**config.mk**
```make
export PLATFORM = sky130hd
export DESIGN_NAME = lap_stopwatch_core_flat
export DESIGN_NICKNAME = d
export VERILOG_FILES = /design/src/design/lsw_pkg.sv /design/src/design/lsw_if.sv /design/src/design/lap_stopwatch_core.sv /design/src/design/lsw_datapath.sv /design/src/design/lsw_ctrl.sv /design/src/flat_wrapper.sv
export SDC_FILE = /design/constraint.sdc
export NUM_CORES = 2
export LEC_CHECK = 0
export BUFFER_PORTS_ARGS = -buffer_cell sky130_fd_sc_hd__buf_2
export CAP_MARGIN = 20
export CORE_MARGIN = 2
export CORE_UTILIZATION = 50
export DETAILED_ROUTE_END_ITERATION = 10
export PLACE_DENSITY = 0.68
export SYNTH_ARGS = -nofsm -noshare
export SYNTH_HDL_FRONTEND = slang
export SYNTH_SLANG_ARGS = --single-unit
```
**constraint.sdc**
```tcl
create_clock -name clk_i -period 5.6 [get_ports clk_i]
set_input_delay 1.12 -clock clk_i [delete_from_list [all_inputs] [get_ports clk_i]]
set_output_delay 1.12 -clock clk_i [all_outputs]
set_load 0.02 [all_outputs]
```
**src/design/lsw_pkg.sv**
```systemverilog
// Package for the lap stopwatch: command codes, sizes and the
// controller/datapath command and status structs. No dependencies.
package lsw_pkg;

  localparam int unsigned LapDepth = 64;
  localparam int unsigned LapAddrW = (LapDepth > 1) ? $clog2(LapDepth) : 1;
  localparam int unsigned OpW      = 3;
  localparam int unsigned IdxW     = 11;
  localparam int unsigned TimeW    = 32;
  localparam int unsigned CountW   = 7;

  localparam logic [OpW-1:0] OpTick  = 3'd0;
  localparam logic [OpW-1:0] OpStart = 3'd1;
  localparam logic [OpW-1:0] OpStop  = 3'd2;
  localparam logic [OpW-1:0] OpLap   = 3'd3;
  localparam logic [OpW-1:0] OpClear = 3'd4;
  localparam logic [OpW-1:0] OpRead  = 3'd5;

  localparam logic [TimeW-1:0] TimeAllOnes = {TimeW{1'b1}};

  typedef struct packed {
    logic exec;         // item accepted: update the watch state
    logic mem_rd;       // item accepted and it reads a stored lap
    logic load_direct;  // load the result register from the current item
    logic load_mem;     // load the result register from the lap memory
  } lsw_cmd_t;

  typedef struct packed {
    logic lap_read;     // offered item is a read of a stored lap
  } lsw_sts_t;

endpackage

```
**src/design/lsw_if.sv**
```systemverilog
// Handshake interfaces for the lap stopwatch command and result channels.
// Depends on lsw_pkg.
interface lsw_in_if;
  import lsw_pkg::*;
  logic                   valid;
  logic                   ready;
  logic [OpW-1:0]         opcode;
  logic signed [IdxW-1:0] lap_index;

  modport source (output valid, output opcode, output lap_index, input ready);
  modport sink (input valid, input opcode, input lap_index, output ready);
endinterface

interface lsw_out_if;
  import lsw_pkg::*;
  logic              valid;
  logic              ready;
  logic [TimeW-1:0]  time_value;
  logic              value_valid;
  logic              accepted;
  logic              is_stopped;
  logic [CountW-1:0] lap_total;

  modport source (output valid, output time_value, output value_valid,
                  output accepted, output is_stopped, output lap_total,
                  input ready);
  modport sink (input valid, input time_value, input value_valid,
                input accepted, input is_stopped, input lap_total,
                output ready);
endinterface

```
**src/design/lap_stopwatch_core.sv**
```systemverilog
// Top level of the lap stopwatch: joins lsw_ctrl and lsw_datapath to the
// command and result channels. Depends on lsw_pkg and lsw_if.
//
//   Port   Dir  Interface   Payload
//   in_i   in   lsw_in_if   opcode, lap_index
//   out_o  out  lsw_out_if  time_value, value_valid, accepted, is_stopped,
//                           lap_total
//
// With the result side ready and no read of a stored lap in flight, one item
// is taken per cycle. A read of a stored lap passes through the registered
// read port of the lap memory and then the result register, and no item is
// taken while its data comes back.
// While a result waits in the output register, the next item is taken only in
// the cycle in which that result is taken.
// Reset is asynchronous; it zeroes the counter, stop flag and count and sets
// the capture to all ones.
module lap_stopwatch_core (
  input  logic clk_i,
  input  logic rst_ni,
  lsw_in_if.sink    in_i,
  lsw_out_if.source out_o
);
  import lsw_pkg::*;

  lsw_cmd_t cmd;
  lsw_sts_t sts;

  lsw_ctrl u_ctrl (
    .clk_i       (clk_i),
    .rst_ni      (rst_ni),
    .in_valid_i  (in_i.valid),
    .in_ready_o  (in_i.ready),
    .out_valid_o (out_o.valid),
    .out_ready_i (out_o.ready),
    .sts_i       (sts),
    .cmd_o       (cmd)
  );

  lsw_datapath u_datapath (
    .clk_i         (clk_i),
    .rst_ni        (rst_ni),
    .cmd_i         (cmd),
    .sts_o         (sts),
    .opcode_i      (in_i.opcode),
    .lap_index_i   (in_i.lap_index),
    .time_value_o  (out_o.time_value),
    .value_valid_o (out_o.value_valid),
    .accepted_o    (out_o.accepted),
    .is_stopped_o  (out_o.is_stopped),
    .lap_total_o   (out_o.lap_total)
  );

endmodule

```
**src/design/lsw_datapath.sv**
```systemverilog
// Datapath of the lap stopwatch: counter, stop capture, lap memory and the
// result register. Depends on lsw_pkg; driven by lsw_ctrl.
module lsw_datapath (
  input  logic                           clk_i,
  input  logic                           rst_ni,
  input  lsw_pkg::lsw_cmd_t              cmd_i,
  output lsw_pkg::lsw_sts_t              sts_o,
  input  logic [lsw_pkg::OpW-1:0]        opcode_i,
  input  logic signed [lsw_pkg::IdxW-1:0] lap_index_i,
  output logic [lsw_pkg::TimeW-1:0]      time_value_o,
  output logic                           value_valid_o,
  output logic                           accepted_o,
  output logic                           is_stopped_o,
  output logic [lsw_pkg::CountW-1:0]     lap_total_o
);
  import lsw_pkg::*;

  logic [TimeW-1:0]  elapsed_q, elapsed_d;
  logic              stopped_q, stopped_d;
  logic [TimeW-1:0]  captured_q, captured_d;
  logic [CountW-1:0] count_q, count_d;
  logic [TimeW-1:0]  rd_data_q;
  logic [TimeW-1:0]  lap_mem [LapDepth];

  logic [TimeW-1:0]  res_time_q;
  logic              res_valid_q, res_acc_q, res_stopped_q;
  logic [CountW-1:0] res_total_q;

  logic [TimeW-1:0]  cur_time;
  logic              lap_ok, lap_hit, lap_wr;
  logic [TimeW-1:0]  res_time;
  logic              res_valid, res_acc;

  assign cur_time = stopped_q ? captured_q : elapsed_q;
  assign lap_ok   = !stopped_q && (count_q < CountW'(LapDepth));
  // Index bits below the sign, compared against the stored lap count.
  assign lap_hit  = !lap_index_i[IdxW-1] &&
                    ({{(IdxW-1-CountW){1'b0}}, count_q} > lap_index_i[IdxW-2:0]);
  assign sts_o.lap_read = (opcode_i == OpRead) && lap_hit;
  assign lap_wr   = cmd_i.exec && (opcode_i == OpLap) && lap_ok;

  always_comb begin
    elapsed_d  = elapsed_q;
    stopped_d  = stopped_q;
    captured_d = captured_q;
    count_d    = count_q;
    res_time   = '0;
    res_valid  = 1'b0;
    res_acc    = 1'b1;
    unique case (opcode_i)
      OpTick: begin
        if (elapsed_q != TimeAllOnes) elapsed_d = elapsed_q + 1'b1;
      end
      OpStart: begin
        stopped_d = 1'b0;
        elapsed_d = '0;
      end
      OpStop: begin
        if (!stopped_q) begin
          stopped_d  = 1'b1;
          captured_d = elapsed_q;
        end
      end
      OpLap: begin
        if (lap_ok) begin
          count_d   = count_q + 1'b1;
          elapsed_d = '0;
        end else begin
          res_acc = 1'b0;
        end
      end
      OpClear: count_d = '0;
      OpRead: begin
        // A stored-lap hit goes through the memory and is not loaded here.
        if (lap_index_i[IdxW-1]) begin
          res_time  = cur_time;
          res_valid = 1'b1;
        end else begin
          res_time  = TimeAllOnes;
          res_valid = 1'b0;
        end
      end
      default: ;
    endcase
  end

  always_ff @(posedge clk_i or negedge rst_ni) begin
    if (!rst_ni) begin
      elapsed_q  <= '0;
      stopped_q  <= 1'b0;
      captured_q <= TimeAllOnes;
      count_q    <= '0;
    end else if (cmd_i.exec) begin
      elapsed_q  <= elapsed_d;
      stopped_q  <= stopped_d;
      captured_q <= captured_d;
      count_q    <= count_d;
    end
  end

  always_ff @(posedge clk_i) begin
    if (lap_wr) lap_mem[count_q[LapAddrW-1:0]] <= elapsed_q;
    if (cmd_i.mem_rd) rd_data_q <= lap_mem[lap_index_i[LapAddrW-1:0]];
  end

  always_ff @(posedge clk_i) begin
    if (cmd_i.load_direct) begin
      res_time_q    <= res_time;
      res_valid_q   <= res_valid;
      res_acc_q     <= res_acc;
      res_stopped_q <= stopped_d;
      res_total_q   <= count_d;
    end else if (cmd_i.load_mem) begin
      res_time_q    <= rd_data_q;
      res_valid_q   <= 1'b1;
      res_acc_q     <= 1'b1;
      res_stopped_q <= stopped_q;
      res_total_q   <= count_q;
    end
  end

  assign time_value_o  = res_time_q;
  assign value_valid_o = res_valid_q;
  assign accepted_o    = res_acc_q;
  assign is_stopped_o  = res_stopped_q;
  assign lap_total_o   = res_total_q;

  a_count_bound: assert property (@(posedge clk_i) disable iff (!rst_ni)
    count_q <= CountW'(LapDepth))
    else $error("lap count beyond the store depth");

  a_saturate: assert property (@(posedge clk_i) disable iff (!rst_ni)
    cmd_i.exec && (opcode_i == OpTick) && (elapsed_q == TimeAllOnes)
    |=> elapsed_q == TimeAllOnes)
    else $error("elapsed counter wrapped");

  a_capture_src: assert property (@(posedge clk_i) disable iff (!rst_ni)
    !$stable(captured_q) |-> $past(cmd_i.exec && (opcode_i == OpStop)))
    else $error("captured time changed without a stop");

endmodule

```
**src/design/lsw_ctrl.sv**
```systemverilog
// Controller of the lap stopwatch: handshakes and sequencing of lap reads
// through the registered memory port. Depends on lsw_pkg.
module lsw_ctrl (
  input  logic              clk_i,
  input  logic              rst_ni,
  input  logic              in_valid_i,
  output logic              in_ready_o,
  output logic              out_valid_o,
  input  logic              out_ready_i,
  input  lsw_pkg::lsw_sts_t sts_i,
  output lsw_pkg::lsw_cmd_t cmd_o
);
  import lsw_pkg::*;

  localparam logic StIdle  = 1'b0;
  localparam logic StMemRd = 1'b1;

  logic state_q, state_d;
  logic out_valid_q, out_valid_d;
  logic accept;

  // A new item may enter when no lap read is in flight and the result register is empty or is being taken.
  assign in_ready_o = (state_q == StIdle) && (!out_valid_q || out_ready_i);
  assign accept     = in_valid_i && in_ready_o;

  always_comb begin
    cmd_o.exec        = accept;
    cmd_o.mem_rd      = accept && sts_i.lap_read;
    cmd_o.load_direct = accept && !sts_i.lap_read;
    cmd_o.load_mem    = (state_q == StMemRd);
    state_d           = state_q;
    out_valid_d       = out_valid_q && !out_ready_i;
    unique case (state_q)
      StIdle: begin
        if (accept) begin
          if (sts_i.lap_read) begin
            state_d = StMemRd;
          end else begin
            out_valid_d = 1'b1;
          end
        end
      end
      StMemRd: begin
        out_valid_d = 1'b1;
        state_d     = StIdle;
      end
      default: state_d = StIdle;
    endcase
  end

  always_ff @(posedge clk_i or negedge rst_ni) begin
    if (!rst_ni) begin
      state_q     <= StIdle;
      out_valid_q <= 1'b0;
    end else begin
      state_q     <= state_d;
      out_valid_q <= out_valid_d;
    end
  end

  assign out_valid_o = out_valid_q;

  a_memrd_empty: assert property (@(posedge clk_i) disable iff (!rst_ni)
    (state_q == StMemRd) |-> !out_valid_q)
    else $error("memory read finishing while a result is still held");

  a_memrd_done: assert property (@(posedge clk_i) disable iff (!rst_ni)
    (state_q == StMemRd) |=> out_valid_q && (state_q == StIdle))
    else $error("lap read did not deliver its result");

  a_direct_result: assert property (@(posedge clk_i) disable iff (!rst_ni)
    cmd_o.load_direct |=> out_valid_q)
    else $error("accepted item produced no result");

endmodule

```
**src/flat_wrapper.sv**
```systemverilog
// flat-port wrapper written by rule: the top's interface ports become plain ports
module lap_stopwatch_core_flat import lsw_pkg::*;
  (clk_i, rst_ni, in_i_valid, in_i_opcode, in_i_lap_index, in_i_ready, out_o_valid, out_o_time_value, out_o_value_valid, out_o_accepted, out_o_is_stopped, out_o_lap_total, out_o_ready);
  lsw_in_if in_i_i ();
  lsw_out_if out_o_i ();
  input  logic clk_i;
  input  logic rst_ni;
  input wire logic [$bits(in_i_i.valid)-1:0] in_i_valid;
  input wire logic [$bits(in_i_i.opcode)-1:0] in_i_opcode;
  input wire logic [$bits(in_i_i.lap_index)-1:0] in_i_lap_index;
  output wire logic [$bits(in_i_i.ready)-1:0] in_i_ready;
  output wire logic [$bits(out_o_i.valid)-1:0] out_o_valid;
  output wire logic [$bits(out_o_i.time_value)-1:0] out_o_time_value;
  output wire logic [$bits(out_o_i.value_valid)-1:0] out_o_value_valid;
  output wire logic [$bits(out_o_i.accepted)-1:0] out_o_accepted;
  output wire logic [$bits(out_o_i.is_stopped)-1:0] out_o_is_stopped;
  output wire logic [$bits(out_o_i.lap_total)-1:0] out_o_lap_total;
  input wire logic [$bits(out_o_i.ready)-1:0] out_o_ready;
  assign in_i_i.valid = in_i_valid;
  assign in_i_i.opcode = in_i_opcode;
  assign in_i_i.lap_index = in_i_lap_index;
  assign in_i_ready = in_i_i.ready;
  assign out_o_valid = out_o_i.valid;
  assign out_o_time_value = out_o_i.time_value;
  assign out_o_value_valid = out_o_i.value_valid;
  assign out_o_accepted = out_o_i.accepted;
  assign out_o_is_stopped = out_o_i.is_stopped;
  assign out_o_lap_total = out_o_i.lap_total;
  assign out_o_i.ready = out_o_ready;
  lap_stopwatch_core u_core (.clk_i(clk_i), .rst_ni(rst_ni), .in_i(in_i_i), .out_o(out_o_i));
endmodule
```
Yosys cells after proc, flatten, opt, wreduce, memory -nomap -nowiden
Memories as Yosys holds them, arrays and structs flattened. A register that Yosys moved wholly into a read port is not among the register bits.
Cells that the tools add are included.
{ "word_totals": {"register_bits": 116, "output_inout_bits": 44, "memories": 1, "ramBits": 2048, "word_cells": 76} }
{ "classes": {"magnitude_cmp": 2, "muxes": 30, "eq_ne": 8, "bitwise_logic": 1, "reduce_logical": 21, "n_addsub": 2} }
{ "mem_list": {"columns": ["memory", "words", "width", "read_ports", "rd_clocked_by_memory_dff", "write_ports", "line", "source"], "rows": [
  ["u_core.u_datapath.lap_mem", 64, 32, 1, 1, 1, "lsw_datapath.sv:23", "logic [TimeW-1:0] lap_mem [LapDepth];"]
]} }
{ "op_table": {"columns": ["cell", "count"], "rows": [
  ["32-bit 2-to-1 mux", 7],
  ["32-bit one-hot mux with 3 select lines", 1],
  ["32-bit by 1-bit adder with 32-bit output (second input constant)", 1],
  ["32-bit != test (second input constant)", 1],
  ["7-bit 2-to-1 mux", 3],
  ["1-bit 2-to-1 mux", 15],
  ["7-bit one-hot mux with 2 select lines", 1],
  ["7-bit by 10-bit > comparator with 1-bit output", 1],
  ["1-bit logical AND", 10],
  ["7-bit by 1-bit adder with 7-bit output (second input constant)", 1],
  ["7-bit less-than comparator (second input constant)", 1],
  ["3-bit by 2-bit == test with 1-bit output (second input constant)", 2],
  ["3-bit == test (second input constant)", 2],
  ["1-bit one-hot mux with 2 select lines", 3],
  ["1-bit logical NOT", 5],
  ["2-bit != test (second input constant)", 2],
  ["4-bit AND reduction", 1],
  ["3-bit by 1-bit == test with 1-bit output (second input constant)", 1],
  ["3-bit logical NOT", 1],
  ["3-bit nonzero test", 1],
  ["2-bit AND reduction", 1],
  ["2-bit nonzero test", 1],
  ["1-bit logical OR", 1],
  ["1-bit inverter", 1]
]} }

Longest topological paths before layout
{ "depth": {"word_depth": 8, "depth_mapped": 13, "depth_no_buf": 7} }

Hierarchy
Synthesis repeated with hierarchy kept, for this count alone.
{ "unflattened": {"hier_cells": 3958, "area_unflattened_um2": 84771.3} }
{ "modules_own_cells": {"columns": ["mod", "n_inst", "seq_area_each_um2", "cells_each", "area_per_inst_um2"], "rows": [
  ["lsw_datapath", 1, 65562.9, 3945, 84643.7],
  ["lsw_ctrl", 1, 50.0, 13, 127.6]
]} }

Worst setup path before layout
OpenSTA, ideal clock, no wires.
{ "synth_path": {"kind": "input port to flip-flop", "start": "in in_i_lap_index[1]", "end": "reg u_core.u_datapath.rd_data_q[0] (read register of u_core.u_datapath.lap_mem) (enable)", "required_ps": 5179, "setup_time_ps": 421, "arrival_time_ps": 4475, "path_stages": 12, "path_slack_ps": 704, "path_cell_list": "buf_2 buf_2 buf_2 buf_2 inv_1 buf_2 ha_1 nand3_1 nor2_1 nor3_2 nand2_1 nor2_1"} }
{ "synth_lines": {"columns": ["item", "line", "source"], "rows": [
  ["start: declaration", "flat_wrapper.sv:10", "input wire logic [$bits(in_i_i.lap_index)-1:0] in_i_lap_index;"],
  ["end: declaration", "lsw_datapath.sv:22", "logic [TimeW-1:0] rd_data_q;"]
]} }

Worst setup path in the final report
{ "layout_path": {"start": "reg u_core.u_datapath.count_q[6]", "end": "mem u_core.u_datapath.lap_mem[37][3] (enable)"} }
{ "layout_between": {"elab_chain_len": 5} }
{ "layout_lines": {"columns": ["item", "line", "source"], "rows": [
  ["start: declaration", "lsw_datapath.sv:21", "logic [CountW-1:0] count_q, count_d;"],
  ["start signal: assignment", "lsw_datapath.sv:97", "count_q <= count_d;"],
  ["7-bit less-than comparator", "lsw_datapath.sv:35", "assign lap_ok = !stopped_q && (count_q < CountW'(LapDepth));"],
  ["1-bit logical AND", "lsw_datapath.sv:35", null],
  ["1-bit logical AND", "lsw_datapath.sv:40", "assign lap_wr = cmd_i.exec && (opcode_i == OpLap) && lap_ok;"],
  ["1-bit 2-to-1 mux", "lsw_datapath.sv:102", "if (lap_wr) lap_mem[count_q[LapAddrW-1:0]] <= elapsed_q;"],
  ["1-bit 2-to-1 mux (implied by the code)", "lsw_datapath.sv:102", null],
  ["end: declaration", "lsw_datapath.sv:23", null]
]} }
Every way passes these cells.

==> summary.txt <==
Initial DRC Count: 6618
drt first pass iters: 7
GPL Wtd Cong: 0.867
worst-path fanout max: 32
DRC errors left: 0
share of flip-flops with an asynchronous set or reset: 3.37%
I/O Pins: 62
clock root cell: clkbuf_16
Post-CTS Hold Buffers: 0
outcome: completed
P_leak: 29.4 nW
syn nets: 3920
cell count after synthesis: 3893
worst flop-to-flop path endpoint: u_core.u_datapath.lap_mem[37][3]
area of the multi-input gates: 0.0192 mm2
GRT Resource Usage Total: 25.3%
Site Rows: 151
Overflow after GRT: 0
r2r setup slk: 1.96 ns
sequential cell area: 0.0657 mm2
crit path capture: u_core.u_datapath.lap_mem[37][3]
Area contributors post-synth: edfxtp_1 (75%), mux4_2 (15%), dfrtp_1 (1.2%), mux2i_1 (1.2%), dfstp_2 (0.98%)
pin count of the biggest net entering global routing: 76
Crit Path Category: reg2reg
Achievable Freq: 274 MHz
Final Cell Area: 0.0966 mm2
DP Wirelength: 127000 um
CTS tree: done
Max Slew Vio Count: 0
worst path arrival time: 4.12 ns
clock sink count: 2196
Worst-path clk slew: 0.07 ns
VDD IR-drop max: 0.350 mV
Post-Place Cell Area: 0.0899 mm2
Final Core Density: 56.9%
register area share after synthesis: 76.7%
fraction of layout cells with a size suffix above 1: 30.9%
CP Launch Point: u_core.u_datapath.count_q[6]
post-synth top area cell: edfxtp_1
RSZ-0062 raised after global routing: no
via count: 42586
post-synthesis cell type count: 66
Layout Skew: 0.0332 ns
final period utilization: 65.1%
Max transition margin: 24.2%
H-tree level count: 4
power density cells: 348 mW/mm2
Most used DFF post-synth: edfxtp_1
Mean Syn Cell Area: 22.0 um2
area of the core: 0.170 mm2
Final Critical Period: 3.64 ns
layout overhead on the synthesized area: 12.9%
final antenna-violating net count: 0
CTS Buffer Depth: 3
die area: 0.174 mm2
nature of the critical path endpoint: register
Max Cap Viol: 0
die height: 418 um
CTS resizes: 0
initial antenna violation count: 11
reg-to-reg startpoint: u_core.u_datapath.count_q[6]
vias in the first global route: 41229
final wirelength: 220000 um
total of warnings raised by yosys: 0
Final Hold Vio Count: 0
reg2reg path depth: 7
post-route setup TNS: 0 ns
Final nets: 4169
CP startpoint kind: register
Die X: 418 um
Syn Std Cell Area: 0.0855 mm2
number of synthesized flops with an enable pin: 2122
clock buffer count from CTS: 210
# port buffers: 61
HP Class: in2async
Yosys reg bits: 2196
first-pass GRT wire length: 310000 um
WL per Instance: 33.6 um
Worst EP required: 6.08 ns
vias per cell: 6.51
Setup-failing EPs final: 0
# fillers: 12166
Slew @ Worst Pin: 1.13 ns
clock latency on the worst-skew pair: 0.85 ns
Synth top area share: 74.5%
Setup Buffers After CTS: 0
Initial Utilization: 50.4%
## critical path, stage by stage (launching register included)
cell,delay (ns)
dfrtp_1,0.42
nor2_1,0.24
and3_1,0.40
nor3b_1,0.45
nand2_1,0.66
buf_4,0.41
nor2_4,0.11
buf_4,0.53
## logic make-up (layout without fill, tap and decap cells)
family,Yosys count,in the layout,synth area share [%]
buf+inv,238,668,1.43
other cells,0,5,0
compound gates,303,303,2.50
mux,739,739,17.0
simple gates,408,408,2.17
fa+ha+maj,9,9,0.132
flops,2196,2196,76.7
## flip-flops by register name, indices dropped and copies added (netlist names)
name	flops
u_core.u_datapath.lap_mem	2048
u_core.u_ctrl.state_q	1
u_core.u_datapath.count_q	7
u_core.u_datapath.time_value_o	32
u_core.u_ctrl.out_valid_o	1
u_core.u_datapath.value_valid_o	1
u_core.u_datapath.captured_q	32
u_core.u_datapath.is_stopped_o	1
u_core.u_datapath.elapsed_q	32
u_core.u_datapath.rd_data_q	32
u_core.u_datapath.accepted_o	1
u_core.u_datapath.stopped_q	1
u_core.u_datapath.lap_total_o	7
## worst min-delay path by stage
stage / startpoint / to / slack (ns) / cells after the start
3_3_place_gp: u_core.u_datapath.rd_data_q[12] / u_core.u_datapath.time_value_o[12] / 0.54 / 1
4_1_cts: rst_ni / u_core.u_datapath.elapsed_q[20] / 0.43 / 1
2_1_floorplan: u_core.u_datapath.count_q[6] / u_core.u_datapath.count_q[6] / 0.52 / 2
6_report: rst_ni / u_core.u_datapath.elapsed_q[12] / 0.45 / 1
5_1_grt: rst_ni / u_core.u_datapath.elapsed_q[8] / 0.51 / 1
3_5_place_dp: u_core.u_datapath.rd_data_q[9] / u_core.u_datapath.time_value_o[9] / 0.54 / 1
## power by group
part           internal (mW)  total (mW)  switching [mW]
Sequential              18.1        18.2          0.0603
Clock                   7.63        13.7            6.03
Combinational          0.549        1.72            1.18
Total                   26.3        33.6            7.27
## stage by stage
stage | setup slack (ns) | total power [mW] | cells | hold WS, ns
global placement | 1.11 | 20.2 | 6145 | 0.535
CTS | 2.01 | 33.7 | 6540 | 0.429
detailed placement | 1.16 | 20.2 | 6147 | 0.543
finish | 1.96 | 33.6 | 6546 | 0.454
global route | 1.86 | 34.4 | 6541 | 0.508
floorplan | 0.704 | 19.5 | 3893 | 0.517
## area by class of cell
type,count,share of cell area [%]
flip-flops and latches,2196,68.0
clock inverters,123,1.01
inverters,18,0.0777
repair buffers,257,2.35
clock buffers,270,5.82
multi-input cells,1459,19.9
well taps,2218,2.87
diodes,5,0.0130
## synthesized netlist by cell type (all sizes together), types with 27 or more instances
cell and n:
a21oi 68, a22oi 29, a32oi 31, buf 133, clkbuf 87, dfrtp 42, dfstp 32, edfxtp 2122
mux2 72, mux2i 102, mux4 565, nand2 177, nand3 47, nor2 99, o21ai 27, o31ai 41
## placed cells by master (no fill, tap or decap), types with 6 or more instances in the layout
master / count
a211oi_1: 11
a21oi_1: 67
a22oi_1: 29
a31oi_1: 17
a32oi_1: 31
and2_1: 8
and3_1: 10
buf_12: 37
buf_2: 57
buf_4: 159
bufinv_16: 12
clkbuf_1: 53
clkbuf_16: 216
clkinv_1: 44
clkinv_2: 49
clkinvlp_4: 6
dfrtp_1: 9
dfrtp_2: 33
dfstp_2: 32
edfxtp_1: 2122
ha_1: 9
inv_1: 16
mux2_2: 72
mux2i_1: 102
mux4_2: 565
nand2_1: 176
nand2b_1: 17
nand3_1: 47
nand4_1: 7
nor2_1: 33
nor2_4: 64
o21ai_0: 24
o221a_1: 9
o221ai_1: 11
o22ai_1: 18
o31ai_1: 41
or3_1: 7
## layer usage
| metal | share of wire, % | global-route usage, % | vias up | wire length (um) |
|---|---|---|---|---|
| met5 | 0 | 0 | - | 0 |
| met4 | 3.1 | 7.95 | 0 | 6770 |
| met3 | 11 | 5.86 | 315 | 24700 |
| met2 | 47 | 38.3 | 2472 | 102000 |
| met1 | 39 | 37.0 | 22832 | 86300 |
| li1 | - | - | 16967 | - |
Power figures use the tool's default switching activity.
